--- src/hw/rtl/stream_pattern_masker_top_defines.svh ---
// Assertion macros shared by the pattern masker RTL.
// Included by the modules that carry concurrent checks; depends on nothing.
`ifndef STREAM_PATTERN_MASKER_TOP_DEFINES_SVH
`define STREAM_PATTERN_MASKER_TOP_DEFINES_SVH

// Same-cycle implication, disabled while reset is asserted.
`define SPM_ASSERT_NOW(label, clk, rst_n, ante, cons) \
    label: assert property (@(posedge clk) disable iff (!rst_n) (ante) |-> (cons)) \
        else $error("spm check failed");

// Next-cycle implication, disabled while reset is asserted.
`define SPM_ASSERT_NEXT(label, clk, rst_n, ante, cons) \
    label: assert property (@(posedge clk) disable iff (!rst_n) (ante) |=> (cons)) \
        else $error("spm check failed");

`endif

--- src/hw/rtl/spm_pkg.sv ---
// Shared constants and types for the stream pattern masker.
// Used by every module of the block; depends on nothing.
package spm_pkg;

    localparam int MAX_PATTERN = 16;
    localparam int BYTE_W      = 8;
    localparam int LEN_W       = 5;
    localparam int CFG_DATA_W  = 64;
    localparam int CFG_IDX_W   = 2;

    localparam logic [BYTE_W-1:0] STAR_BYTE = 8'h2A;

    localparam logic [CFG_IDX_W-1:0] CFG_PAT_LO  = 2'd0;
    localparam logic [CFG_IDX_W-1:0] CFG_PAT_HI  = 2'd1;
    localparam logic [CFG_IDX_W-1:0] CFG_PAT_LEN = 2'd2;

    // Control shared by all cells of the window chain.
    typedef struct packed {
        logic accept;   // a new byte enters the cell selected by the fill count
        logic shift;    // every cell takes the work byte of its right neighbor
    } cell_ctrl_t;

    // One emission handed from the scan control to the output stage.
    typedef struct packed {
        logic              valid;
        logic [BYTE_W-1:0] data;
        logic              last;      // last flag for the first byte shown
        logic [LEN_W-1:0]  extra;     // further stars that follow this byte
        logic              run_last;  // the final star of the run closes the stream
    } emit_t;

endpackage

--- src/hw/rtl/spm_cell.sv ---
// One cell of the pending window: holds a byte, compares it with its pattern byte.
// Depends on spm_pkg.
module spm_cell (
    input  logic                       clk,
    input  spm_pkg::cell_ctrl_t        ctrl,
    input  logic                       sel_new,
    input  logic [spm_pkg::BYTE_W-1:0] in_byte,
    input  logic [spm_pkg::BYTE_W-1:0] right_work,
    input  logic [spm_pkg::BYTE_W-1:0] pat_byte,
    output logic [spm_pkg::BYTE_W-1:0] work_byte,
    output logic                       match
);

    logic [spm_pkg::BYTE_W-1:0] byte_reg;
    logic [spm_pkg::BYTE_W-1:0] byte_next;

    // The arriving byte shows up in the cell right behind the pending bytes.
    assign work_byte = (ctrl.accept && sel_new) ? in_byte : byte_reg;
    assign match     = (work_byte == pat_byte);

    always_comb
    begin
        if (ctrl.shift)
        begin
            byte_next = right_work;
        end
        else if (ctrl.accept)
        begin
            byte_next = work_byte;
        end
        else
        begin
            byte_next = byte_reg;
        end
    end

    always_ff @(posedge clk)
    begin
        byte_reg <= byte_next;
    end

endmodule

--- src/hw/rtl/spm_out_stage.sv ---
// Output register of the masker with a star run counter.
// Depends on spm_pkg and the assertion macro header.
`include "stream_pattern_masker_top_defines.svh"

module spm_out_stage (
    input  logic                       clk,
    input  logic                       rst_n,
    input  spm_pkg::emit_t             emit,
    input  logic                       out_stall,
    output logic                       out_valid,
    output logic [spm_pkg::BYTE_W-1:0] out_byte,
    output logic                       out_last,
    output logic                       free
);

    logic                       valid_reg;
    logic                       valid_next;
    logic [spm_pkg::BYTE_W-1:0] byte_reg;
    logic [spm_pkg::BYTE_W-1:0] byte_next;
    logic                       last_reg;
    logic                       last_next;
    logic [spm_pkg::LEN_W-1:0]  star_left_reg;
    logic [spm_pkg::LEN_W-1:0]  star_left_next;
    logic                       star_last_reg;
    logic                       star_last_next;
    logic                       take;

    assign take = valid_reg && !out_stall;
    assign free = !valid_reg || (take && (star_left_reg == '0));

    always_comb
    begin
        valid_next     = valid_reg;
        byte_next      = byte_reg;
        last_next      = last_reg;
        star_left_next = star_left_reg;
        star_last_next = star_last_reg;
        if (emit.valid && free)
        begin
            valid_next     = 1'b1;
            byte_next      = emit.data;
            last_next      = emit.last;
            star_left_next = emit.extra;
            star_last_next = emit.run_last;
        end
        else if (take)
        begin
            if (star_left_reg != '0)
            begin
                star_left_next = star_left_reg - spm_pkg::LEN_W'(1);
                last_next      = star_last_reg &&
                                 (star_left_reg == spm_pkg::LEN_W'(1));
            end
            else
            begin
                valid_next = 1'b0;
            end
        end
    end

    always_ff @(posedge clk or negedge rst_n)
    begin
        if (!rst_n)
        begin
            valid_reg     <= 1'b0;
            star_left_reg <= '0;
            star_last_reg <= 1'b0;
        end
        else
        begin
            valid_reg     <= valid_next;
            star_left_reg <= star_left_next;
            star_last_reg <= star_last_next;
        end
    end

    always_ff @(posedge clk)
    begin
        byte_reg <= byte_next;
        last_reg <= last_next;
    end

    assign out_valid = valid_reg;
    assign out_byte  = byte_reg;
    assign out_last  = last_reg;

    `SPM_ASSERT_NOW(a_run_is_stars, clk, rst_n, star_left_reg != '0,
                    valid_reg && (byte_reg == spm_pkg::STAR_BYTE))
    `SPM_ASSERT_NOW(a_last_ends_run, clk, rst_n, valid_reg && last_reg,
                    star_left_reg == '0)

endmodule

--- src/hw/rtl/stream_pattern_masker_top.sv ---
// Top level of the stream pattern masker: config registers, scan control, cell chain.
// Depends on spm_pkg, spm_cell, spm_out_stage and the assertion macro header.
//
// Usage: bytes of a text stream enter on in_valid/in_stall with in_byte and in_last.
// Every leftmost, non-overlapping occurrence of the configured pattern is replaced
// by as many '*' bytes; all other bytes leave unchanged and in order on
// out_valid/out_stall with out_byte and out_last. An item is taken at a clock edge
// where valid is high and stall is low. The pattern and its length are written on
// the cfg channel (index 0 low pattern bytes, 1 high pattern bytes, 2 length) while
// the stream is idle; a length of zero passes bytes straight through.
// A byte that completes a match or pushes the oldest pending byte out produces its
// first output item in the cycle after it is accepted. Throughput is one item per
// cycle in steady state while out_stall is low, set by the single output register:
// a match releases its stars one per cycle while the window refills behind them.
// A byte marked last keeps the step running until all pending bytes are flushed,
// and a shortened length keeps it running while bytes are rescanned or dropped.
// Reset clears control and config state, empties the window and drops held output; the
// window needs no clearing pass. When the receiver stalls, the output item holds,
// and input stalls as soon as an arriving byte would need the output register.
`include "stream_pattern_masker_top_defines.svh"

module stream_pattern_masker_top #(
    parameter int MAX_PATTERN = spm_pkg::MAX_PATTERN
) (
    input  logic                           clk,
    input  logic                           rst_n,
    input  logic                           cfg_valid,
    output logic                           cfg_ready,
    input  logic [spm_pkg::CFG_IDX_W-1:0]  cfg_index,
    input  logic [spm_pkg::CFG_DATA_W-1:0] cfg_data,
    input  logic                           in_valid,
    output logic                           in_stall,
    input  logic [spm_pkg::BYTE_W-1:0]     in_byte,
    input  logic                           in_last,
    output logic                           out_valid,
    input  logic                           out_stall,
    output logic [spm_pkg::BYTE_W-1:0]     out_byte,
    output logic                           out_last
);

    // Counts range from zero up to the full window.
    localparam int CNT_W = $clog2(MAX_PATTERN + 1);

    // Configuration registers.
    logic [spm_pkg::CFG_DATA_W-1:0] pat_lo_reg;
    logic [spm_pkg::CFG_DATA_W-1:0] pat_hi_reg;
    logic [spm_pkg::LEN_W-1:0]      pat_len_reg;
    logic [2*spm_pkg::CFG_DATA_W-1:0] pat_all;

    // Scan control state.
    logic [CNT_W-1:0] cnt_reg;
    logic [CNT_W-1:0] cnt_next;
    logic [CNT_W-1:0] drop_reg;
    logic [CNT_W-1:0] drop_next;
    logic             busy_reg;
    logic             busy_next;
    logic             flush_reg;
    logic             flush_next;

    logic [CNT_W-1:0] len;
    logic             len_zero;
    logic             accept;
    logic             need_out;
    logic             out_free;
    logic             last_now;
    logic [CNT_W-1:0] rem;
    logic [CNT_W-1:0] rem_after;
    logic [CNT_W-1:0] rem_pop;
    logic             drop_phase;
    logic             iter;
    logic             cond_loop;
    logic             want_emit;
    logic             emit_go;
    logic             hit;
    logic             more;
    logic             more_drop;
    logic             run_end;

    logic [MAX_PATTERN-1:0]         match_vec;
    logic [MAX_PATTERN-1:0]         len_mask;
    logic [spm_pkg::BYTE_W-1:0]     work_bytes [MAX_PATTERN];
    spm_pkg::cell_ctrl_t            cell_ctrl;
    spm_pkg::emit_t                 emit;

    // The step goes on while enough bytes remain for a pattern compare, or
    // while a flush still has bytes to release.
    function automatic logic more_f(input logic [CNT_W-1:0] r,
                                    input logic [CNT_W-1:0] l,
                                    input logic             fl);
        more_f = (r != '0) && ((l == '0) || (r >= l) || fl);
    endfunction

    //------------------------------------------------------------------
    // Configuration port, always ready. The user must let writes land only while
    // the stream is idle; the block does not enforce it. Unknown indexes are ignored.
    //------------------------------------------------------------------
    assign cfg_ready = 1'b1;

    always_ff @(posedge clk or negedge rst_n)
    begin
        if (!rst_n)
        begin
            pat_lo_reg  <= '0;
            pat_hi_reg  <= '0;
            pat_len_reg <= '0;
        end
        else if (cfg_valid && cfg_ready)
        begin
            unique case (cfg_index)
                spm_pkg::CFG_PAT_LO:  pat_lo_reg  <= cfg_data;
                spm_pkg::CFG_PAT_HI:  pat_hi_reg  <= cfg_data;
                spm_pkg::CFG_PAT_LEN: pat_len_reg <= cfg_data[spm_pkg::LEN_W-1:0];
                default: ;
            endcase
        end
    end

    assign pat_all = {pat_hi_reg, pat_lo_reg};

    // Lengths beyond the window behave as a full-window pattern.
    assign len = (pat_len_reg > spm_pkg::LEN_W'(MAX_PATTERN)) ?
                 CNT_W'(MAX_PATTERN) : CNT_W'(pat_len_reg);
    assign len_zero = (len == '0);

    //------------------------------------------------------------------
    // Input handshake. A new byte is refused while a scan step is
    // running, or when it would emit and the output register is occupied.
    //------------------------------------------------------------------
    assign need_out = ((cnt_reg + CNT_W'(1)) >= len) || in_last;
    assign in_stall = busy_reg || (need_out && !out_free);
    assign accept   = in_valid && !in_stall;

    //------------------------------------------------------------------
    // Scan step. The head of the work window is always cell 0: a released
    // byte or a matched byte leaves by shifting the chain one cell.
    //------------------------------------------------------------------
    assign rem        = accept ? (cnt_reg + CNT_W'(1)) : cnt_reg;
    assign last_now   = accept ? in_last : flush_reg;
    assign drop_phase = busy_reg && (drop_reg != '0);
    assign iter       = (accept || busy_reg) && !drop_phase;
    assign cond_loop  = (rem != '0) && (len_zero || (rem >= len));
    assign want_emit  = iter && (cond_loop || (last_now && (rem != '0)));
    assign emit_go    = want_emit && out_free;

    always_comb
    begin
        for (int k = 0; k < MAX_PATTERN; k++)
        begin
            len_mask[k] = (CNT_W'(k) < len);
        end
    end

    assign hit       = !len_zero && (rem >= len) && (&(match_vec | ~len_mask));
    assign rem_after = hit ? (rem - len) : (rem - CNT_W'(1));
    assign rem_pop   = rem - CNT_W'(1);
    assign more      = more_f(rem_after, len, last_now);
    assign more_drop = more_f(rem_pop, len, flush_reg);
    assign run_end   = last_now && (rem_after == '0);

    assign cell_ctrl.accept = accept;
    assign cell_ctrl.shift  = emit_go || drop_phase;

    always_comb
    begin
        cnt_next   = cnt_reg;
        drop_next  = drop_reg;
        busy_next  = busy_reg;
        flush_next = flush_reg;
        if (drop_phase)
        begin
            // Bytes behind the first of a match leave the window silently.
            cnt_next  = rem_pop;
            drop_next = drop_reg - CNT_W'(1);
            busy_next = (drop_reg == CNT_W'(1)) ? more_drop : 1'b1;
        end
        else if (emit_go)
        begin
            flush_next = last_now;
            if (hit && (rem_after == '0))
            begin
                cnt_next  = '0;
                drop_next = '0;
                busy_next = 1'b0;
            end
            else if (hit)
            begin
                cnt_next  = rem_pop;
                drop_next = len - CNT_W'(1);
                busy_next = (len != CNT_W'(1)) || more;
            end
            else
            begin
                cnt_next  = rem_pop;
                drop_next = '0;
                busy_next = more;
            end
        end
        else if (accept)
        begin
            // The byte only joins the pending window.
            cnt_next   = rem;
            busy_next  = 1'b0;
            flush_next = in_last;
        end
    end

    always_ff @(posedge clk or negedge rst_n)
    begin
        if (!rst_n)
        begin
            cnt_reg   <= '0;
            drop_reg  <= '0;
            busy_reg  <= 1'b0;
            flush_reg <= 1'b0;
        end
        else
        begin
            cnt_reg   <= cnt_next;
            drop_reg  <= drop_next;
            busy_reg  <= busy_next;
            flush_reg <= flush_next;
        end
    end

    //------------------------------------------------------------------
    // Window chain: cell k holds pending byte k and compares it with
    // pattern byte k every cycle.
    //------------------------------------------------------------------
    for (genvar k = 0; k < MAX_PATTERN; k++)
    begin : g_cell
        logic [spm_pkg::BYTE_W-1:0] right_work;

        if (k == MAX_PATTERN - 1)
        begin : g_tail
            assign right_work = '0;
        end
        else
        begin : g_link
            assign right_work = work_bytes[k+1];
        end

        spm_cell u_cell (
            .clk        (clk),
            .ctrl       (cell_ctrl),
            .sel_new    (cnt_reg == CNT_W'(k)),
            .in_byte    (in_byte),
            .right_work (right_work),
            .pat_byte   (pat_all[spm_pkg::BYTE_W*k +: spm_pkg::BYTE_W]),
            .work_byte  (work_bytes[k]),
            .match      (match_vec[k])
        );
    end

    //------------------------------------------------------------------
    // Output stage. A match hands over one star plus a count of further
    // stars; a miss or a flush hands over the head byte.
    //------------------------------------------------------------------
    assign emit.valid    = emit_go;
    assign emit.data     = hit ? spm_pkg::STAR_BYTE : work_bytes[0];
    assign emit.last     = run_end && (!hit || (len == CNT_W'(1)));
    assign emit.extra    = hit ? spm_pkg::LEN_W'(len - CNT_W'(1)) : '0;
    assign emit.run_last = run_end;

    spm_out_stage u_out (
        .clk       (clk),
        .rst_n     (rst_n),
        .emit      (emit),
        .out_stall (out_stall),
        .out_valid (out_valid),
        .out_byte  (out_byte),
        .out_last  (out_last),
        .free      (out_free)
    );

    `SPM_ASSERT_NOW(a_window_bound, clk, rst_n, 1'b1,
                    cnt_reg <= CNT_W'(MAX_PATTERN - 1))
    `SPM_ASSERT_NOW(a_drop_in_step, clk, rst_n, drop_reg != '0, busy_reg)
    `SPM_ASSERT_NEXT(a_flush_empties, clk, rst_n, accept && in_last,
                     busy_reg || (cnt_reg == '0))

endmodule

--- config.mk ---
export PLATFORM = sky130hd
export DESIGN_NAME = stream_pattern_masker_top
export DESIGN_NICKNAME = d
export VERILOG_FILES = /design/src/hw/rtl/spm_pkg.sv /design/src/hw/rtl/spm_cell.sv /design/src/hw/rtl/spm_out_stage.sv /design/src/hw/rtl/stream_pattern_masker_top.sv
export VERILOG_INCLUDE_DIRS = /design/src /design/src/hw/rtl
export SDC_FILE = /design/constraint.sdc
export NUM_CORES = 1
export LEC_CHECK = 0
export ABC_AREA = 0
export BUFFER_PORTS_ARGS = -buffer_cell sky130_fd_sc_hd__buf_2
export CAP_MARGIN = 20
export CORE_ASPECT_RATIO = 0.9
export CORE_UTILIZATION = 45
export CTS_CLUSTER_DIAMETER = 40
export DETAILED_ROUTE_END_ITERATION = 12
export SYNTH_ARGS = -nofsm -noshare
export SYNTH_HDL_FRONTEND = slang
export SYNTH_SLANG_ARGS = --single-unit
--- constraint.sdc ---
create_clock -name clk -period 8.1 [get_ports clk]
set_input_delay 1.62 -clock clk [delete_from_list [all_inputs] [get_ports clk]]
set_output_delay 1.62 -clock clk [all_outputs]
set_load 0.05 [all_outputs]
After elaboration in Yosys (flattened, before gate mapping)
Index checks and enable logic that the tools add are counted.
{ "classes": {"addsub": 6, "mul": 0, "n_div": 0, "magnitude_cmp": 21, "muxes": 73, "n_reduce_logical": 76, "shift": 0, "n_bitwise": 2, "n_eq_ne": 38} }
{ "ops": {"columns": ["operator", "count"], "rows": [
  ["two-way mux 8 bit", 46],
  ["== test 8 bit", 16],
  ["two-way mux 5 bit", 14],
  ["== test 5 x 4 -> 1 bit, second input constant", 8],
  ["< comparator 4 x 5 -> 1 bit, first input constant", 8],
  ["logical AND 1 bit", 35],
  ["nonzero test 5 bit", 5],
  ["== test 5 x 1 -> 1 bit, second input constant", 4],
  ["== test 5 x 3 -> 1 bit, second input constant", 4],
  ["greater-or-equal comparator 5 bit", 4],
  ["zero test 5 bit", 4],
  ["< comparator 3 x 5 -> 1 bit, first input constant", 4],
  ["subtractor 5 x 1 -> 5 bit, second input constant", 4],
  ["NOT 16 bit", 1],
  ["OR 16 bit", 1],
  ["AND reduction 16 bit", 1],
  ["logical OR 1 bit", 13],
  ["two-way mux 1 bit", 13],
  ["== test 5 x 2 -> 1 bit, second input constant", 2],
  ["< comparator 1 x 5 -> 1 bit, first input constant", 2],
  ["< comparator 2 x 5 -> 1 bit, first input constant", 2],
  ["AND reduction 2 bit", 5],
  ["nonzero test 2 bit", 4],
  ["zero test 1 bit", 7],
  ["9 further kinds", 9]
]} }
{ "word_totals": {"reg_bits": 289, "elab_cells": 244, "n_memories": 0, "latch_bits": 0, "output_inout_bits": 12, "ramBits": 0, "rom_bits": 0} }

Logic depth before layout (Yosys ltp)
{ "logic_depth": {"depth_word": 25, "depth_mapped": 31, "depth_no_buf": 29} }

Modules after synthesis
Synthesis repeated with hierarchy kept, for this count alone.
{ "hier_totals": {"hier_cells": 1515, "area_unflattened_um2": 18203.7} }
{ "modules_own_cells": {"columns": ["module", "area_each_um2", "cells_each", "n_inst"], "rows": [
  ["spm_cell", 633.1, 53, 16],
  ["stream_pattern_masker_top", 7226.9, 595, 1],
  ["spm_out_stage", 847.1, 72, 1]
]} }

Worst setup path after synthesis
OpenSTA, ideal clock, no wires.
{ "synth_path": {"kind": "input to register", "startpoint": "input port in_last", "endpoint": "register g_cell[0].u_cell.byte_reg[0] (netlist name) (enable)", "stages": 17, "arrival_ps": 6437, "setup_slack_ps": 601, "setup_ps": 1062, "path_cell_list": "a211o_1 > a21oi_1 > o21ai_2 > xnor2_1 > inv_1 > ha_1 > nand2_1 > nand3_1 > a21oi_1 > a211oi_1 > nand3_1 > nand3_1 > inv_1 > buf_2 > nor2_8 > buf_4 > nand2_1"} }
{ "synth_via": {"elab_chain_cells": 14, "word_cells_on_any_way": 19} }
{ "synth_rtl": {"columns": ["element", "line_no", "text"], "rows": [
  ["start: declaration", "stream_pattern_masker_top.sv:34", "input logic in_last,"],
  ["logical OR 1 bit", "stream_pattern_masker_top.sv:129", "assign need_out = ((cnt_reg + CNT_W'(1)) >= len) || in_last;"],
  ["logical AND 1 bit", "stream_pattern_masker_top.sv:130", "assign in_stall = busy_reg || (need_out && !out_free);"],
  ["logical OR 1 bit", "stream_pattern_masker_top.sv:130", null],
  ["zero test 1 bit", "stream_pattern_masker_top.sv:131", "assign accept = in_valid && !in_stall;"],
  ["logical AND 1 bit", "stream_pattern_masker_top.sv:131", null],
  ["two-way mux 5 bit", "stream_pattern_masker_top.sv:137", "assign rem = accept ? (cnt_reg + CNT_W'(1)) : cnt_reg;"],
  ["greater-or-equal comparator 5 bit", "stream_pattern_masker_top.sv:141", "assign cond_loop = (rem != '0) && (len_zero || (rem >= len));"],
  ["logical OR 1 bit", "stream_pattern_masker_top.sv:141", null],
  ["logical AND 1 bit", "stream_pattern_masker_top.sv:141", null],
  ["logical OR 1 bit", "stream_pattern_masker_top.sv:142", "assign want_emit = iter && (cond_loop || (last_now && (rem != '0)));"],
  ["logical AND 1 bit", "stream_pattern_masker_top.sv:142", null],
  ["logical AND 1 bit", "stream_pattern_masker_top.sv:143", "assign emit_go = want_emit && out_free;"],
  ["logical OR 1 bit", "stream_pattern_masker_top.sv:161", "assign cell_ctrl.shift = emit_go || drop_phase;"],
  ["nonzero test 2 bit (no line) *", null, null],
  ["end signal: assignment", "spm_cell.sv:39", "byte_reg <= byte_next;"],
  ["end: declaration", "spm_cell.sv:14", "logic [spm_pkg::BYTE_W-1:0] byte_reg;"]
]} }
Every way passes the cells marked *; elsewhere a longest branch is shown, timed or not.
A chain may end at the register's enable or synchronous reset.

Worst setup path in the final report
{ "layout_path": {"startpoint": "register cnt_reg[0]", "endpoint": "register busy_reg"} }
{ "layout_via": {"elab_chain_cells": 23, "word_cells_on_any_way": 109} }
{ "layout_rtl": {"columns": ["element", "line_no", "text"], "rows": [
  ["start: declaration", "stream_pattern_masker_top.sv:51", "logic [CNT_W-1:0] cnt_reg;"],
  ["start signal: assignment", "stream_pattern_masker_top.sv:218", "cnt_reg <= cnt_next;"],
  ["adder 5 x 1 -> 5 bit", "stream_pattern_masker_top.sv:129, stream_pattern_masker_top.sv:137", null],
  ["greater-or-equal comparator 5 bit", "stream_pattern_masker_top.sv:129", null],
  ["logical OR 1 bit", "stream_pattern_masker_top.sv:129", null],
  ["logical AND 1 bit", "stream_pattern_masker_top.sv:130", null],
  ["logical OR 1 bit", "stream_pattern_masker_top.sv:130", null],
  ["zero test 1 bit", "stream_pattern_masker_top.sv:131", null],
  ["logical AND 1 bit", "stream_pattern_masker_top.sv:131", null],
  ["logical AND 1 bit", "spm_cell.sv:18", "assign work_byte = (ctrl.accept && sel_new) ? in_byte : byte_reg;"],
  ["[6 not listed]", null, null],
  ["greater-or-equal comparator 5 bit", "stream_pattern_masker_top.sv:90", "more_f = (r != '0) && ((l == '0) || (r >= l) || fl);"],
  ["logical OR 1 bit (2 in a row)", "stream_pattern_masker_top.sv:90", null],
  ["logical AND 1 bit", "stream_pattern_masker_top.sv:90", null],
  ["logical OR 1 bit", "stream_pattern_masker_top.sv:189", "busy_next = (len != CNT_W'(1)) || more;"],
  ["two-way mux 1 bit", "stream_pattern_masker_top.sv:185", "else if (hit)"],
  ["two-way mux 1 bit", "stream_pattern_masker_top.sv:179", "if (hit && (rem_after == '0))"],
  ["two-way mux 1 bit", "stream_pattern_masker_top.sv:176", "else if (emit_go)"],
  ["two-way mux 1 bit", "stream_pattern_masker_top.sv:169", "if (drop_phase)"],
  ["end signal: assignment", "stream_pattern_masker_top.sv:220", "busy_reg <= busy_next;"],
  ["end: declaration", "stream_pattern_masker_top.sv:55", "logic busy_reg;"]
]} }
Parallel ways exist; a longest one is shown, timed or not.

==> impl_metrics.env <==
export IMPL_post_route_min_period_ps=7600
export IMPL_vias=14200
export IMPL_fp_row_count=67
export IMPL_hpwl_mm=40.2
export IMPL_slowest_delay_ps=550
export IMPL_syn_area_um2=17200
export IMPL_fp_dieH_um=188
export IMPL_largest_reg_flops=128
export IMPL_internal_power_uw=4970
export IMPL_postCtsSetupRepairBufs=0
export IMPL_synth_fa_ha_area_frac=0.0244
export IMPL_start_util=0.460
export IMPL_grt_use_met1=0.413
export IMPL_ir_drop_v=0.000223
export IMPL_synthCells=1691
export IMPL_syn_avg_cell_area_um2=10.2
export IMPL_arrival_ps=8040
export IMPL_gr_usage_met2=0.459
export IMPL_hold_buffers=0
export IMPL_synth_xor_area_frac=0.0956
export IMPL_grt_max_degree=90
export IMPL_vias_per_cell=6.20
export IMPL_drt_initial_drc_count=1556
export IMPL_synth_top_area_share=0.225
export IMPL_ios=92
export IMPL_p_sw_uw=3720
export IMPL_globalplace_congestion=0.920
export IMPL_utilization=0.526
export IMPL_final_cells=2295
export IMPL_gr_total_overflow=0
export IMPL_reg2reg_slack_ps=500
export IMPL_clock_sinks=289
export IMPL_p_clk_frac=0.225
export IMPL_cts_root_buf="clkbuf_16"
export IMPL_slew_viol_final=0
export IMPL_wl_per_cell_um=24.8
export IMPL_core_area_um2=37500
export IMPL_worst_pin_slew_ps=1040
export IMPL_port_buffers=90
export IMPL_fin_ws_ps=496
export IMPL_cp_required_ps=8540
export IMPL_combPwrFrac=0.416
export IMPL_diodes=0
export IMPL_synthDistinctLibCells=90
export IMPL_slew_headroom=0.308
export IMPL_synth_simple_gate_area_share=0.131
export IMPL_cp_start_kind="flip-flop"
export IMPL_fp_dieArea_um2=39100
export IMPL_grt_pass1_wl_mm=86.0
export IMPL_ys_warn_count=0
export IMPL_ys_ff_latch=289
export IMPL_status="completed"
export IMPL_dp_cells=2212
export IMPL_grt_use_met3=0.0390
export IMPL_drive_gt1_frac=0.199
export IMPL_grt_pass1_vias=13600
export IMPL_period_share=0.939
export IMPL_clock_path_buffers=3
export IMPL_slowest_stage="or4_1"
export IMPL_hold_slack_ps=508
export IMPL_hp_class="flip-flop to flip-flop"
export IMPL_numCtsBuffers=45
export IMPL_drc=0
export IMPL_crit_top_cell="ha_1"
export IMPL_synth_largest_area_cell="edfxtp_1"
export IMPL_post_place_ws_ps=574
export IMPL_top_usage_layer="met2"
export IMPL_cp_end_kind="flip-flop"
export IMPL_max_freq_mhz=132
export IMPL_setup_viol=0
export IMPL_tritoncts="yes"
export IMPL_h_tree_depth=2
export IMPL_clk_pin_slew_ps=60
export IMPL_nets=1889
export IMPL_antenna_found_initial=0
export IMPL_rsz0062_at_grt="false"
export IMPL_crit_type="flip-flop to flip-flop"
export IMPL_ys_flop_type="dfrtp_1"
export IMPL_fin_tns_setup_ps=0
export IMPL_first_pass_iters=6
export IMPL_p_seq_frac=0.360
export IMPL_synth_compound_area_frac=0.155
export IMPL_cp_max_fo=26
export IMPL_p_leak_uw=0.00793
export IMPL_ys_seq_area_frac=0.455
export IMPL_wirelength_mm=57.0
export IMPL_power_density_nw_per_um2=441
export IMPL_synth_top_family_by_area="compound AO/OA/AOI/OAI gates"
export IMPL_insertion_delay_ps=570
export IMPL_groute_usage_overall=0.290
export IMPL_drtAntennaViolNets=0
export IMPL_die_w_um=208
export IMPL_area_growth_pct=14.3
export IMPL_synth_enable_flop_cells=129
export IMPL_synthArstFlopShare=0.526
export IMPL_maxCapViolations=0
export IMPL_syn_nets=1804
export IMPL_synth_mux_area_frac=0.103
export IMPL_ctsResizeCount=0
export IMPL_fin_skew_ps=24.8
export IMPL_switching_share=0.428
export IMPL_synth_area_leaders="edfxtp_1, dfrtp_1, mux2_2"
export IMPL_finalHoldViolCount=0
==> cells by family (layout without fill, tap and decap cells) <==
kind of cell,count (synthesis),in the layout
simple gates,499,499
compound gates,373,373
flops,289,289
xor+xnor,188,188
mux,161,161
buf+inv,147,268
fa+ha+maj,33,33
other cells,1,1
==> routing by layer <==
| layer | up-vias | share of wire |
|---|---|---|
| met5 | - | 0 |
| met4 | 0 | 0.029 |
| met3 | 123 | 0.081 |
| met2 | 704 | 0.45 |
| met1 | 7024 | 0.44 |
| li1 | 6376 | - |
==> cells in the mapped netlist (all sizes together) (20+ instances only) <==
| master | instances |
|---|---|
| edfxtp | 129 |
| ha | 32 |
| nand2 | 246 |
| nand4 | 26 |
| o22ai | 44 |
| xnor2 | 105 |
| mux2 | 130 |
| dfrtp | 152 |
| a22oi | 91 |
| nand3 | 26 |
| o21ai | 37 |
| nor3 | 23 |
| a21oi | 58 |
| xor2 | 83 |
| a31oi | 28 |
| inv | 57 |
| mux2i | 31 |
| clkbuf | 65 |
| buf | 20 |
| nor2 | 112 |
==> power by group through the flow <==
stage / combinational, uW / sequential [uW] / clock [uW]
floorplan: 2690 / 2890 / 0
global placement: 3490 / 3110 / 0
detailed placement: 3550 / 3120 / 0
CTS: 3570 / 3100 / 1980
global route: 3990 / 3170 / 2040
finish: 3610 / 3130 / 1950
==> per-stage QoR <==
| stage | total power [uW] | area (um^2) |
|---|---|---|
| final | 8690 | 19700 |
| after global routing | 9200 | 19700 |
| after CTS | 8650 | 19700 |
| after detailed placement | 6670 | 18200 |
| after global placement | 6600 | 18200 |
| after floorplan | 5580 | 17200 |
==> critical path: cells and delay by family, from the launching register on <==
family                     cells  cell delay [ps]
AOI/OAI and AO/OA              8             1990
xor gates and xnor gates       1              500
adders and majority gates      5             1550
buffers and inverters          3              520
DFF                            1              430
muxes                          1              380
and+or+nand+nor               10             2100
==> cells in the final DEF, fill, tap and decap left out, types with 6 or more instances in the layout <==
master | synthesis | routed
o21a_1 | 10 | 10
a21oi_1 | 55 | 55
o221ai_1 | 10 | 10
nor4_1 | 14 | 14
inv_1 | 56 | 56
nand4_1 | 26 | 26
mux2i_1 | 31 | 31
dfrtp_1 | 152 | 152
a21o_1 | 6 | 6
edfxtp_1 | 129 | 129
nand2_1 | 245 | 244
dfxtp_1 | 8 | 8
nor2b_1 | 9 | 9
xnor2_1 | 105 | 105
buf_4 | 3 | 32
o211ai_1 | 12 | 12
inv_6 | 0 | 7
xor2_1 | 83 | 83
a221oi_1 | 13 | 13
buf_2 | 5 | 89
o22ai_1 | 44 | 44
and3_1 | 7 | 7
mux2_2 | 130 | 130
clkbuf_16 | 0 | 49
o21ai_0 | 32 | 32
clkinv_2 | 0 | 6
a22oi_1 | 91 | 91
clkinv_1 | 5 | 6
a31oi_1 | 28 | 28
or3_1 | 6 | 6
nor2_1 | 110 | 110
nor3_1 | 21 | 21
nand3_1 | 25 | 25
ha_1 | 32 | 32
==> area by class of cell <==
class | count | area, um^2
fillers | 3348 | 17800
inverters | 62 | 233
clock inverters | 29 | 260
well taps | 483 | 604
repair buffers | 123 | 717
clock buffers | 54 | 1260
multi-input cells | 1255 | 8790
flip-flops and latches | 289 | 7840
==> final timing paths <==
path / from / end / cells after the start
min in group asynchronous: rst_n / pat_hi_reg[60]$_DFFE_PN0P_ / 1
setup / recovery: cnt_reg[0]$_DFFE_PN0P_ / busy_reg$_DFFE_PN0P_ / 28
max in group asynchronous: rst_n / pat_lo_reg[18]$_DFFE_PN0P_ / 2
hold / removal: u_out.star_last_reg$_DFFE_PN0P_ / u_out.star_last_reg$_DFFE_PN0P_ / 2
setup reg to reg: cnt_reg[0]$_DFFE_PN0P_ / busy_reg$_DFFE_PN0P_ / 28
hold reg to reg: u_out.star_last_reg$_DFFE_PN0P_ / u_out.star_last_reg$_DFFE_PN0P_ / 2
Power figures use the tool's default switching activity.
